**src/hw/rtl/lra_pkg.sv**
```systemverilog
// Shared types and constants for the linear interpolation resampler.
package lra_pkg;

    localparam int SAMPLE_W          = 16;
    localparam int STEP_W            = 35;
    localparam int CH_W              = 2;
    localparam int CFG_IDX_W         = 2;
    localparam int FRACTION_BITS_DEF = 32;
    localparam int MAX_RUN           = 16;
    localparam int CNT_W             = $clog2(MAX_RUN + 1);
    localparam int QUEUE_DEPTH       = 4;
    localparam int QUEUE_AW          = $clog2(QUEUE_DEPTH);
    localparam int QUEUE_CW          = $clog2(QUEUE_DEPTH + 1);

    localparam logic [CFG_IDX_W-1:0] CFG_STEP   = 2'd0;
    localparam logic [CFG_IDX_W-1:0] CFG_IN_CH  = 2'd1;
    localparam logic [CFG_IDX_W-1:0] CFG_OUT_CH = 2'd2;

    localparam logic [CH_W-1:0] CH_MONO = 2'd1;
    localparam logic [CH_W-1:0] CH_STEREO = 2'd2;

    typedef logic signed [SAMPLE_W-1:0] t_sample;

    // one source frame as handed from the front to the back
    typedef struct packed {
        t_sample prev_first;
        t_sample prev_second;
        t_sample cur_first;
        t_sample cur_second;
        logic    restart;
        logic    emit;
    } t_job;

    typedef struct packed {
        logic [STEP_W-1:0] step;
        logic              mono_in;
        logic              mono_out;
    } t_cfg;

    typedef enum logic {
        S_IDLE,
        S_RUN
    } t_state;

endpackage

```
**src/hw/rtl/lra_front.sv**
```systemverilog
// Front end: accepts source frames, tracks the held frame, builds jobs.
module lra_front (
    input  logic             i_clk,
    input  logic             i_rst_n,
    input  logic             i_in_valid,
    output logic             o_in_stall,
    input  lra_pkg::t_sample i_first_sample,
    input  lra_pkg::t_sample i_second_sample,
    input  logic             i_restart,
    output logic             o_push,
    output lra_pkg::t_job    o_job,
    input  logic             i_queue_full
);
    import lra_pkg::*;

    t_sample r_held_first;
    t_sample r_held_second;
    logic    r_held_valid;
    logic    w_accept;

    assign o_in_stall = i_queue_full;
    assign w_accept   = i_in_valid && !i_queue_full;
    assign o_push     = w_accept;

    always_comb begin
        o_job.prev_first  = r_held_first;
        o_job.prev_second = r_held_second;
        o_job.cur_first   = i_first_sample;
        o_job.cur_second  = i_second_sample;
        o_job.restart     = i_restart;
        // a restart drops the held frame, so this word only gets stored
        o_job.emit        = r_held_valid && !i_restart;
    end

    always_ff @(posedge i_clk) begin
        if (!i_rst_n) begin
            r_held_valid <= 1'b0;
        end else if (w_accept) begin
            r_held_valid <= 1'b1;
        end
    end

    always_ff @(posedge i_clk) begin
        if (w_accept) begin
            r_held_first  <= i_first_sample;
            r_held_second <= i_second_sample;
        end
    end

endmodule

```
**src/hw/rtl/lra_queue.sv**
```systemverilog
// Short job queue between the front and the back.
module lra_queue (
    input  logic          i_clk,
    input  logic          i_rst_n,
    input  logic          i_push,
    input  lra_pkg::t_job i_job,
    output logic          o_full,
    input  logic          i_pop,
    output logic          o_valid,
    output lra_pkg::t_job o_job
);
    import lra_pkg::*;

    t_job                r_mem [QUEUE_DEPTH];
    logic [QUEUE_AW-1:0] r_wr;
    logic [QUEUE_AW-1:0] r_rd;
    logic [QUEUE_CW-1:0] r_cnt;

    assign o_full  = (r_cnt == QUEUE_CW'(QUEUE_DEPTH));
    assign o_valid = (r_cnt != '0);
    assign o_job   = r_mem[r_rd];

    always_ff @(posedge i_clk) begin
        if (!i_rst_n) begin
            r_wr  <= '0;
            r_rd  <= '0;
            r_cnt <= '0;
        end else begin
            if (i_push) begin
                r_wr <= r_wr + 1'b1;
            end
            if (i_pop) begin
                r_rd <= r_rd + 1'b1;
            end
            if (i_push && !i_pop) begin
                r_cnt <= r_cnt + 1'b1;
            end else if (!i_push && i_pop) begin
                r_cnt <= r_cnt - 1'b1;
            end
        end
    end

    always_ff @(posedge i_clk) begin
        if (i_push) begin
            r_mem[r_wr] <= i_job;
        end
    end

endmodule

```
**src/hw/rtl/lra_back.sv**
```systemverilog
// Back end: phase stepping, interpolation and channel mapping.
module lra_back #(
    parameter int FRACTION_BITS = lra_pkg::FRACTION_BITS_DEF
) (
    input  logic             i_clk,
    input  logic             i_rst_n,
    input  lra_pkg::t_cfg    i_cfg,
    input  logic             i_job_valid,
    input  lra_pkg::t_job    i_job,
    output logic             o_pop,
    output logic             o_out_valid,
    input  logic             i_out_stall,
    output lra_pkg::t_sample o_out_first,
    output lra_pkg::t_sample o_out_second,
    output logic             o_last_of_run
);
    import lra_pkg::*;

    localparam int PH_W   = STEP_W + 1;
    localparam int DIFF_W = SAMPLE_W + 1;
    localparam int PROD_W = DIFF_W + FRACTION_BITS + 1;
    localparam logic [PH_W-1:0] ONE = {{(PH_W-1){1'b0}}, 1'b1} << FRACTION_BITS;

    t_state r_state, n_state;

    logic [STEP_W-1:0]       r_phase, n_phase;
    logic [PH_W-1:0]         r_ph, n_ph;
    logic [CNT_W-1:0]        r_cnt, n_cnt;
    t_sample                 r_a0, r_a1;
    logic signed [DIFF_W-1:0] r_d0, r_d1;
    logic                    r_out_valid, n_out_valid;
    t_sample                 r_out_first, n_out_first;
    t_sample                 r_out_second, n_out_second;
    logic                    r_last, n_last;

    logic                      w_slot;
    logic                      w_done;
    logic                      w_emit;
    logic [PH_W-1:0]           w_ph_next;
    logic [FRACTION_BITS-1:0]  w_frac;
    logic signed [PROD_W-1:0]  w_prod0, w_prod1;
    logic signed [DIFF_W-1:0]  w_c0, w_c1;
    logic signed [DIFF_W-1:0]  w_sum, w_sum_adj;
    logic                      w_load;

    assign o_out_valid   = r_out_valid;
    assign o_out_first   = r_out_first;
    assign o_out_second  = r_out_second;
    assign o_last_of_run = r_last;

    assign w_slot    = !r_out_valid || !i_out_stall;
    assign w_done    = (r_ph >= ONE) || (r_cnt == CNT_W'(MAX_RUN));
    assign w_ph_next = r_ph + {1'b0, i_cfg.step};
    assign w_frac    = r_ph[FRACTION_BITS-1:0];

    // signed product, then arithmetic shift gives the floor
    assign w_prod0 = r_d0 * $signed({1'b0, w_frac});
    assign w_prod1 = r_d1 * $signed({1'b0, w_frac});
    assign w_c0 = {r_a0[SAMPLE_W-1], r_a0} + w_prod0[FRACTION_BITS+DIFF_W-1:FRACTION_BITS];
    assign w_c1 = {r_a1[SAMPLE_W-1], r_a1} + w_prod1[FRACTION_BITS+DIFF_W-1:FRACTION_BITS];

    // average with truncation toward zero
    assign w_sum     = {w_c0[SAMPLE_W-1], w_c0[SAMPLE_W-1:0]}
                     + {w_c1[SAMPLE_W-1], w_c1[SAMPLE_W-1:0]};
    assign w_sum_adj = w_sum + {{(DIFF_W-1){1'b0}}, w_sum[DIFF_W-1]};

    always_comb begin
        n_state      = r_state;
        n_phase      = r_phase;
        n_ph         = r_ph;
        n_cnt        = r_cnt;
        n_out_valid  = r_out_valid && i_out_stall;
        n_out_first  = r_out_first;
        n_out_second = r_out_second;
        n_last       = r_last;
        o_pop        = 1'b0;
        w_emit       = 1'b0;
        w_load       = 1'b0;

        unique case (r_state)
            S_IDLE: begin
                if (i_job_valid) begin
                    o_pop = 1'b1;
                    if (i_job.emit) begin
                        w_load  = 1'b1;
                        n_ph    = {1'b0, r_phase};
                        n_cnt   = '0;
                        n_state = S_RUN;
                    end else if (i_job.restart) begin
                        n_phase = '0;
                    end
                end
            end
            S_RUN: begin
                if (w_done) begin
                    n_phase = (r_ph >= ONE) ? STEP_W'(r_ph - ONE) : '0;
                    n_state = S_IDLE;
                end else if (w_slot) begin
                    w_emit      = 1'b1;
                    n_ph        = w_ph_next;
                    n_cnt       = r_cnt + 1'b1;
                    n_out_valid = 1'b1;
                    n_last      = (w_ph_next >= ONE) || (r_cnt == CNT_W'(MAX_RUN - 1));
                    if (i_cfg.mono_in) begin
                        n_out_first  = w_c0[SAMPLE_W-1:0];
                        n_out_second = w_c0[SAMPLE_W-1:0];
                    end else if (i_cfg.mono_out) begin
                        n_out_first  = w_sum_adj[DIFF_W-1:1];
                        n_out_second = w_sum_adj[DIFF_W-1:1];
                    end else begin
                        n_out_first  = w_c0[SAMPLE_W-1:0];
                        n_out_second = w_c1[SAMPLE_W-1:0];
                    end
                end
            end
            default: begin
                n_state = S_IDLE;
            end
        endcase
    end

    always_ff @(posedge i_clk) begin
        if (!i_rst_n) begin
            r_state     <= S_IDLE;
            r_phase     <= '0;
            r_ph        <= '0;
            r_cnt       <= '0;
            r_out_valid <= 1'b0;
        end else begin
            r_state     <= n_state;
            r_phase     <= n_phase;
            r_ph        <= n_ph;
            r_cnt       <= n_cnt;
            r_out_valid <= n_out_valid;
        end
    end

    always_ff @(posedge i_clk) begin
        if (w_load) begin
            r_a0 <= i_job.prev_first;
            r_a1 <= i_job.prev_second;
            r_d0 <= {i_job.cur_first[SAMPLE_W-1], i_job.cur_first}
                  - {i_job.prev_first[SAMPLE_W-1], i_job.prev_first};
            r_d1 <= {i_job.cur_second[SAMPLE_W-1], i_job.cur_second}
                  - {i_job.prev_second[SAMPLE_W-1], i_job.prev_second};
        end
        if (w_emit) begin
            r_out_first  <= n_out_first;
            r_out_second <= n_out_second;
            r_last       <= n_last;
        end
    end

endmodule

```
**src/hw/rtl/linear_interp_resampler.sv**
```systemverilog
// Top level of the linear interpolation resampler: config registers and wiring.
//
//  word      direction  handshake               payload
//  -------   ---------  ----------------------  ------------------------------------
//  in        input      i_in_valid/o_in_stall   first_sample, second_sample, restart
//  out       output     o_out_valid/i_out_stall out_first, out_second, last_of_run
//  cfg       input      i_cfg_valid/o_cfg_ready cfg_index, cfg_data
//
//  The front takes one input word a cycle while the job queue has room.
//  The back pops a store-only word and stays in IDLE; a word that yields N
//  output words (N up to 16) is held in RUN, one word a cycle unless stalled.
//  Synchronous reset clears held frame, phase and queue and resets the config.
//  An output stall holds the back; the queue then fills and stalls the input.
module linear_interp_resampler #(
    parameter int FRACTION_BITS = lra_pkg::FRACTION_BITS_DEF
) (
    input  logic                                i_clk,
    input  logic                                i_rst_n,
    input  logic                                i_in_valid,
    output logic                                o_in_stall,
    input  logic signed [lra_pkg::SAMPLE_W-1:0] i_first_sample,
    input  logic signed [lra_pkg::SAMPLE_W-1:0] i_second_sample,
    input  logic                                i_restart,
    output logic                                o_out_valid,
    input  logic                                i_out_stall,
    output logic signed [lra_pkg::SAMPLE_W-1:0] o_out_first,
    output logic signed [lra_pkg::SAMPLE_W-1:0] o_out_second,
    output logic                                o_last_of_run,
    input  logic                                i_cfg_valid,
    output logic                                o_cfg_ready,
    input  logic [lra_pkg::CFG_IDX_W-1:0]       i_cfg_index,
    input  logic [lra_pkg::STEP_W-1:0]          i_cfg_data
);
    import lra_pkg::*;

    logic [STEP_W-1:0] r_step;
    logic [CH_W-1:0]   r_in_ch;
    logic [CH_W-1:0]   r_out_ch;
    t_cfg              w_cfg;

    logic w_push;
    logic w_full;
    logic w_pop;
    logic w_qvalid;
    t_job w_job_in;
    t_job w_job_out;

    assign o_cfg_ready = 1'b1;

    always_ff @(posedge i_clk) begin
        if (!i_rst_n) begin
            r_step   <= STEP_W'(1) << FRACTION_BITS;
            r_in_ch  <= CH_STEREO;
            r_out_ch <= CH_STEREO;
        end else if (i_cfg_valid) begin
            unique case (i_cfg_index)
                CFG_STEP:   r_step   <= i_cfg_data;
                CFG_IN_CH:  r_in_ch  <= i_cfg_data[CH_W-1:0];
                CFG_OUT_CH: r_out_ch <= i_cfg_data[CH_W-1:0];
                default: begin
                end
            endcase
        end
    end

    // codes other than mono act as stereo
    always_comb begin
        w_cfg.step     = r_step;
        w_cfg.mono_in  = (r_in_ch == CH_MONO);
        w_cfg.mono_out = (r_out_ch == CH_MONO);
    end

    lra_front u_front (
        .i_clk          (i_clk),
        .i_rst_n        (i_rst_n),
        .i_in_valid     (i_in_valid),
        .o_in_stall     (o_in_stall),
        .i_first_sample (i_first_sample),
        .i_second_sample(i_second_sample),
        .i_restart      (i_restart),
        .o_push         (w_push),
        .o_job          (w_job_in),
        .i_queue_full   (w_full)
    );

    lra_queue u_queue (
        .i_clk  (i_clk),
        .i_rst_n(i_rst_n),
        .i_push (w_push),
        .i_job  (w_job_in),
        .o_full (w_full),
        .i_pop  (w_pop),
        .o_valid(w_qvalid),
        .o_job  (w_job_out)
    );

    lra_back #(
        .FRACTION_BITS(FRACTION_BITS)
    ) u_back (
        .i_clk        (i_clk),
        .i_rst_n      (i_rst_n),
        .i_cfg        (w_cfg),
        .i_job_valid  (w_qvalid),
        .i_job        (w_job_out),
        .o_pop        (w_pop),
        .o_out_valid  (o_out_valid),
        .i_out_stall  (i_out_stall),
        .o_out_first  (o_out_first),
        .o_out_second (o_out_second),
        .o_last_of_run(o_last_of_run)
    );

endmodule
```
**config.mk**
```make
export PLATFORM = sky130hd
export DESIGN_NAME = linear_interp_resampler
export DESIGN_NICKNAME = d
export VERILOG_FILES = /design/src/hw/rtl/lra_pkg.sv /design/src/hw/rtl/lra_front.sv /design/src/hw/rtl/lra_queue.sv /design/src/hw/rtl/lra_back.sv /design/src/hw/rtl/linear_interp_resampler.sv
export SDC_FILE = /design/constraint.sdc
export NUM_CORES = 2
export LEC_CHECK = 0
export ABC_AREA = 1
export BUFFER_PORTS_ARGS = -buffer_cell sky130_fd_sc_hd__buf_2
export CAP_MARGIN = 25
export CORE_MARGIN = 2
export CORE_UTILIZATION = 30
export DETAILED_ROUTE_END_ITERATION = 8
export PLACE_DENSITY = 0.52
export SYNTH_ARGS = -nofsm -noshare
export SYNTH_HDL_FRONTEND = slang
export SYNTH_SLANG_ARGS = --single-unit
```
**constraint.sdc**
```tcl
create_clock -name i_clk -period 12 [get_ports i_clk]
set_input_delay 3 -clock i_clk [delete_from_list [all_inputs] [get_ports i_clk]]
set_output_delay 3 -clock i_clk [all_outputs]
set_load 0.05 [all_outputs]
```
==> impl_metrics.tcl <==
set metrics [dict create \
    worst_setup_path_end_kind "flip-flop" \
    layout.nets 8534 \
    io_buffers 109 \
    drive_gt1_share_pct 6.13 \
    rows 164 \
    cts-htree-levels 2 \
    drt_first_pass_iters 6 \
    max_slew.worst_pin.slew_ns 1.09 \
    grt_max_degree 62 \
    initial_core_util_pct 30.1 \
    die_h_um 451 \
    gr-total-overflow 0 \
    grt_pass1_wl_um 274000 \
    layoutNonFillerInstCount 9851 \
    cp_top_family "adder cells" \
    cts_root_buf "clkbuf_16" \
    multi_input_area_um2 37700 \
    grt_pass1_vias 48100 \
    ctsHoldBuffers 0 \
    syn_area_per_cell_um2 8.40 \
    setup.worst_path.start_class "flip-flop" \
    cts_buffer_depth 3 \
    r2r_slack_ns 0.89 \
    synthDistinctLibCells 60 \
    cts_resized 0 \
    max_stage_delay_ns 0.72 \
    slew-limit-headroom_pct 27.1 \
    grt_use_total_pct 17.1 \
    antenna_found_initial 4 \
    dieArea_um2 204000 \
    critPathMaxFanout 16 \
    skew_ns 0.0605 \
    rr_startpoint "u_back.r_d1[5]" \
    area_growth_pct 9.62 \
    dpl.cell_count 9738 \
    die_x_um 451 \
    drt_iter0_markers 2829 \
    cp-endpoint "u_back.o_out_second[11]" \
    wl_per_cell_um 17.3 \
    finalSetupTns_ns 0 \
    ys_warn_count 0 \
    startpoint "u_back.r_d1[5]" \
    drc 0 \
    wl_um 170000 \
    crit_cells 53 \
    cts_setup_buffers 0 \
    gp_routability_congestion 0.889 \
    final.period_utilization_pct 92.6 \
    nFillCells 20800 \
    worstReg2RegEnd "u_back.o_out_second[11]" \
    min_path_type "flip-flop to flip-flop" \
    drt-vias-per-instance 4.57 \
    crit_arrival_ns 11.49 \
    synth.top_cells.by_count "1779 x nand2_1, 1776 x inv_1, 903 x fa_1" \
    period_minus_slack_ns 11.11 \
    synth_area_um2 60000 \
    synth_area_leaders "fa_1 30%, edfxtp_1 20%, nand2_1 11%, inv_1 11%, ha_1 8.5%" \
    antenna_left 0 \
    synth_edf_count 395 \
    clkTransAtPathRegs_ns 0.08 \
    rsz0062_at_grt "no" \
    cts.sinks 522 \
    yosysMostFrequentCell "nand2_1" \
    yosysSeqAreaShare_pct 24.0 \
    synth_fp_nets 8533 \
    finalHoldViolCount 0 \
    crit_top_cell "nand2_1" \
    async_flop_share_pct 0 \
    reg2regPathDepth 53 \
    cp_num_buf_inv 9 \
    status "completed" \
    fmax_mhz 90.0 \
    cp.required_ns 12.38 \
    syn_inst 7146 \
    clock_latency_ns 0.70 \
    synth_top_area_cell "fa_1" \
    dp_hpwl_um 132000 \
    min_from "r_in_ch[0]" \
    cts_made_buffers 57 \
    maxCapViolCount 0 \
    ys_ff_latch 522 \
    tritoncts "done" \
    critPathKind "flip-flop to flip-flop" \
    synth_flop_cell "edfxtp_1" \
    finalMaxSlewViolations 0 \
    num_vias 45100 \
    core_um2 199000 \
    setup_viol 0 \
    synth_top_cell_area_share_pct 30.1 \
    io_pins 111 \
    cp_slowest_cell "edfxtp_1" \
    regArea_um2 14400 \
]
metal layers:
layer  part of all wire [%]  global-route usage, %  up-vias  routed length, µm
met3                    4.2                   1.61      213               7150
met5                 0.0047                      0        -                  8
li1                       -                      -    21400                  -
met2                     49                   29.9      966              82900
met4                    3.4                   5.40        2               5830
met1                     44                   22.3    22500              74400
worst min-delay path, stage by stage, from the launching register on:
cell	delay [ns]
dfxtp_1	0.30
inv_1	0.06
a21oi_1	0.06
flip-flops by register name, summed over array words and instances, names as in the netlist, 2 cells and up, named ones only:
register / count
u_queue.r_cnt: 3
u_back.o_out_first: 16
u_back.r_a0: 16
u_back.r_a1: 16
r_in_ch: 2
u_back.o_out_second: 16
u_back.r_cnt: 5
u_back.r_ph: 36
u_queue.r_wr: 2
u_back.r_phase: 35
u_front.r_held_second: 16
u_back.r_d0: 17
u_queue.r_mem: 264
u_queue.r_rd: 2
r_out_ch: 2
u_back.r_d1: 17
u_front.r_held_first: 16
r_step: 35
worst min path at each step:
stage	endpoint	cells after the start	slack, ns
global placement	r_in_ch[1]	2	0.44
CTS	u_back.r_phase[4]	2	0.46
detailed placement	u_back.r_phase[25]	2	0.45
finish	r_in_ch[0]	2	0.46
floorplan	r_in_ch[1]	2	0.43
global route	u_back.r_phase[9]	2	0.48
cell families (layout without fill, tap and decap cells):
kind of cell	after synthesis	after routing	share of synthesized area, %
muxes	1	1	0.0167
other	1	3	0.00625
AOI/OAI and AO/OA	717	717	6.74
adders and majority gates	1312	1312	38.6
and+or+nand+nor	2371	2371	15.8
buffers and inverters	2113	2160	13.2
xor gates and xnor gates	109	109	1.59
DFF	522	522	24.0
layout by cell type, fill, tap and decap left out, drive strengths merged, types with 9 or more instances in the layout:
cell type / count
o22ai: 34
clkinv: 27
xnor2: 39
ha: 409
a21oi: 308
edfxtp: 395
a31oi: 13
nand4: 33
o221ai: 9
nor3: 27
buf: 258
dfxtp: 127
xor2: 70
inv: 1798
a21o: 14
a32oi: 32
nand2: 1796
o21bai: 10
nand3: 113
clkbuf: 70
fa: 903
or2: 10
nor2: 361
o21ai: 241
o211ai: 17
nor4: 15
final cells by class:
class,count,area share [%]
clock buffer,70,2.30
sequential,522,21.9
multi-input combinational,4511,57.3
clock inverter,35,0.447
antenna,2,0.00760
timing repair buffer,258,2.70
tap,2656,5.05
inverter,1797,10.3
metrics by stage:
step	util, %	hold WS [ns]	cell area [µm²]	worst slack [ns]
floorplan	-	0.430	60000	2.68
global placement	32.1	0.441	63900	0.911
finish	33.0	0.459	65800	0.888
detailed placement	32.1	0.454	63900	0.699
CTS	33.0	0.463	65700	0.615
global route	33.0	0.485	65800	0.0144
Power is not shown: default switching activity piles up to over one toggle a cycle in this logic, so the estimate is an artifact.
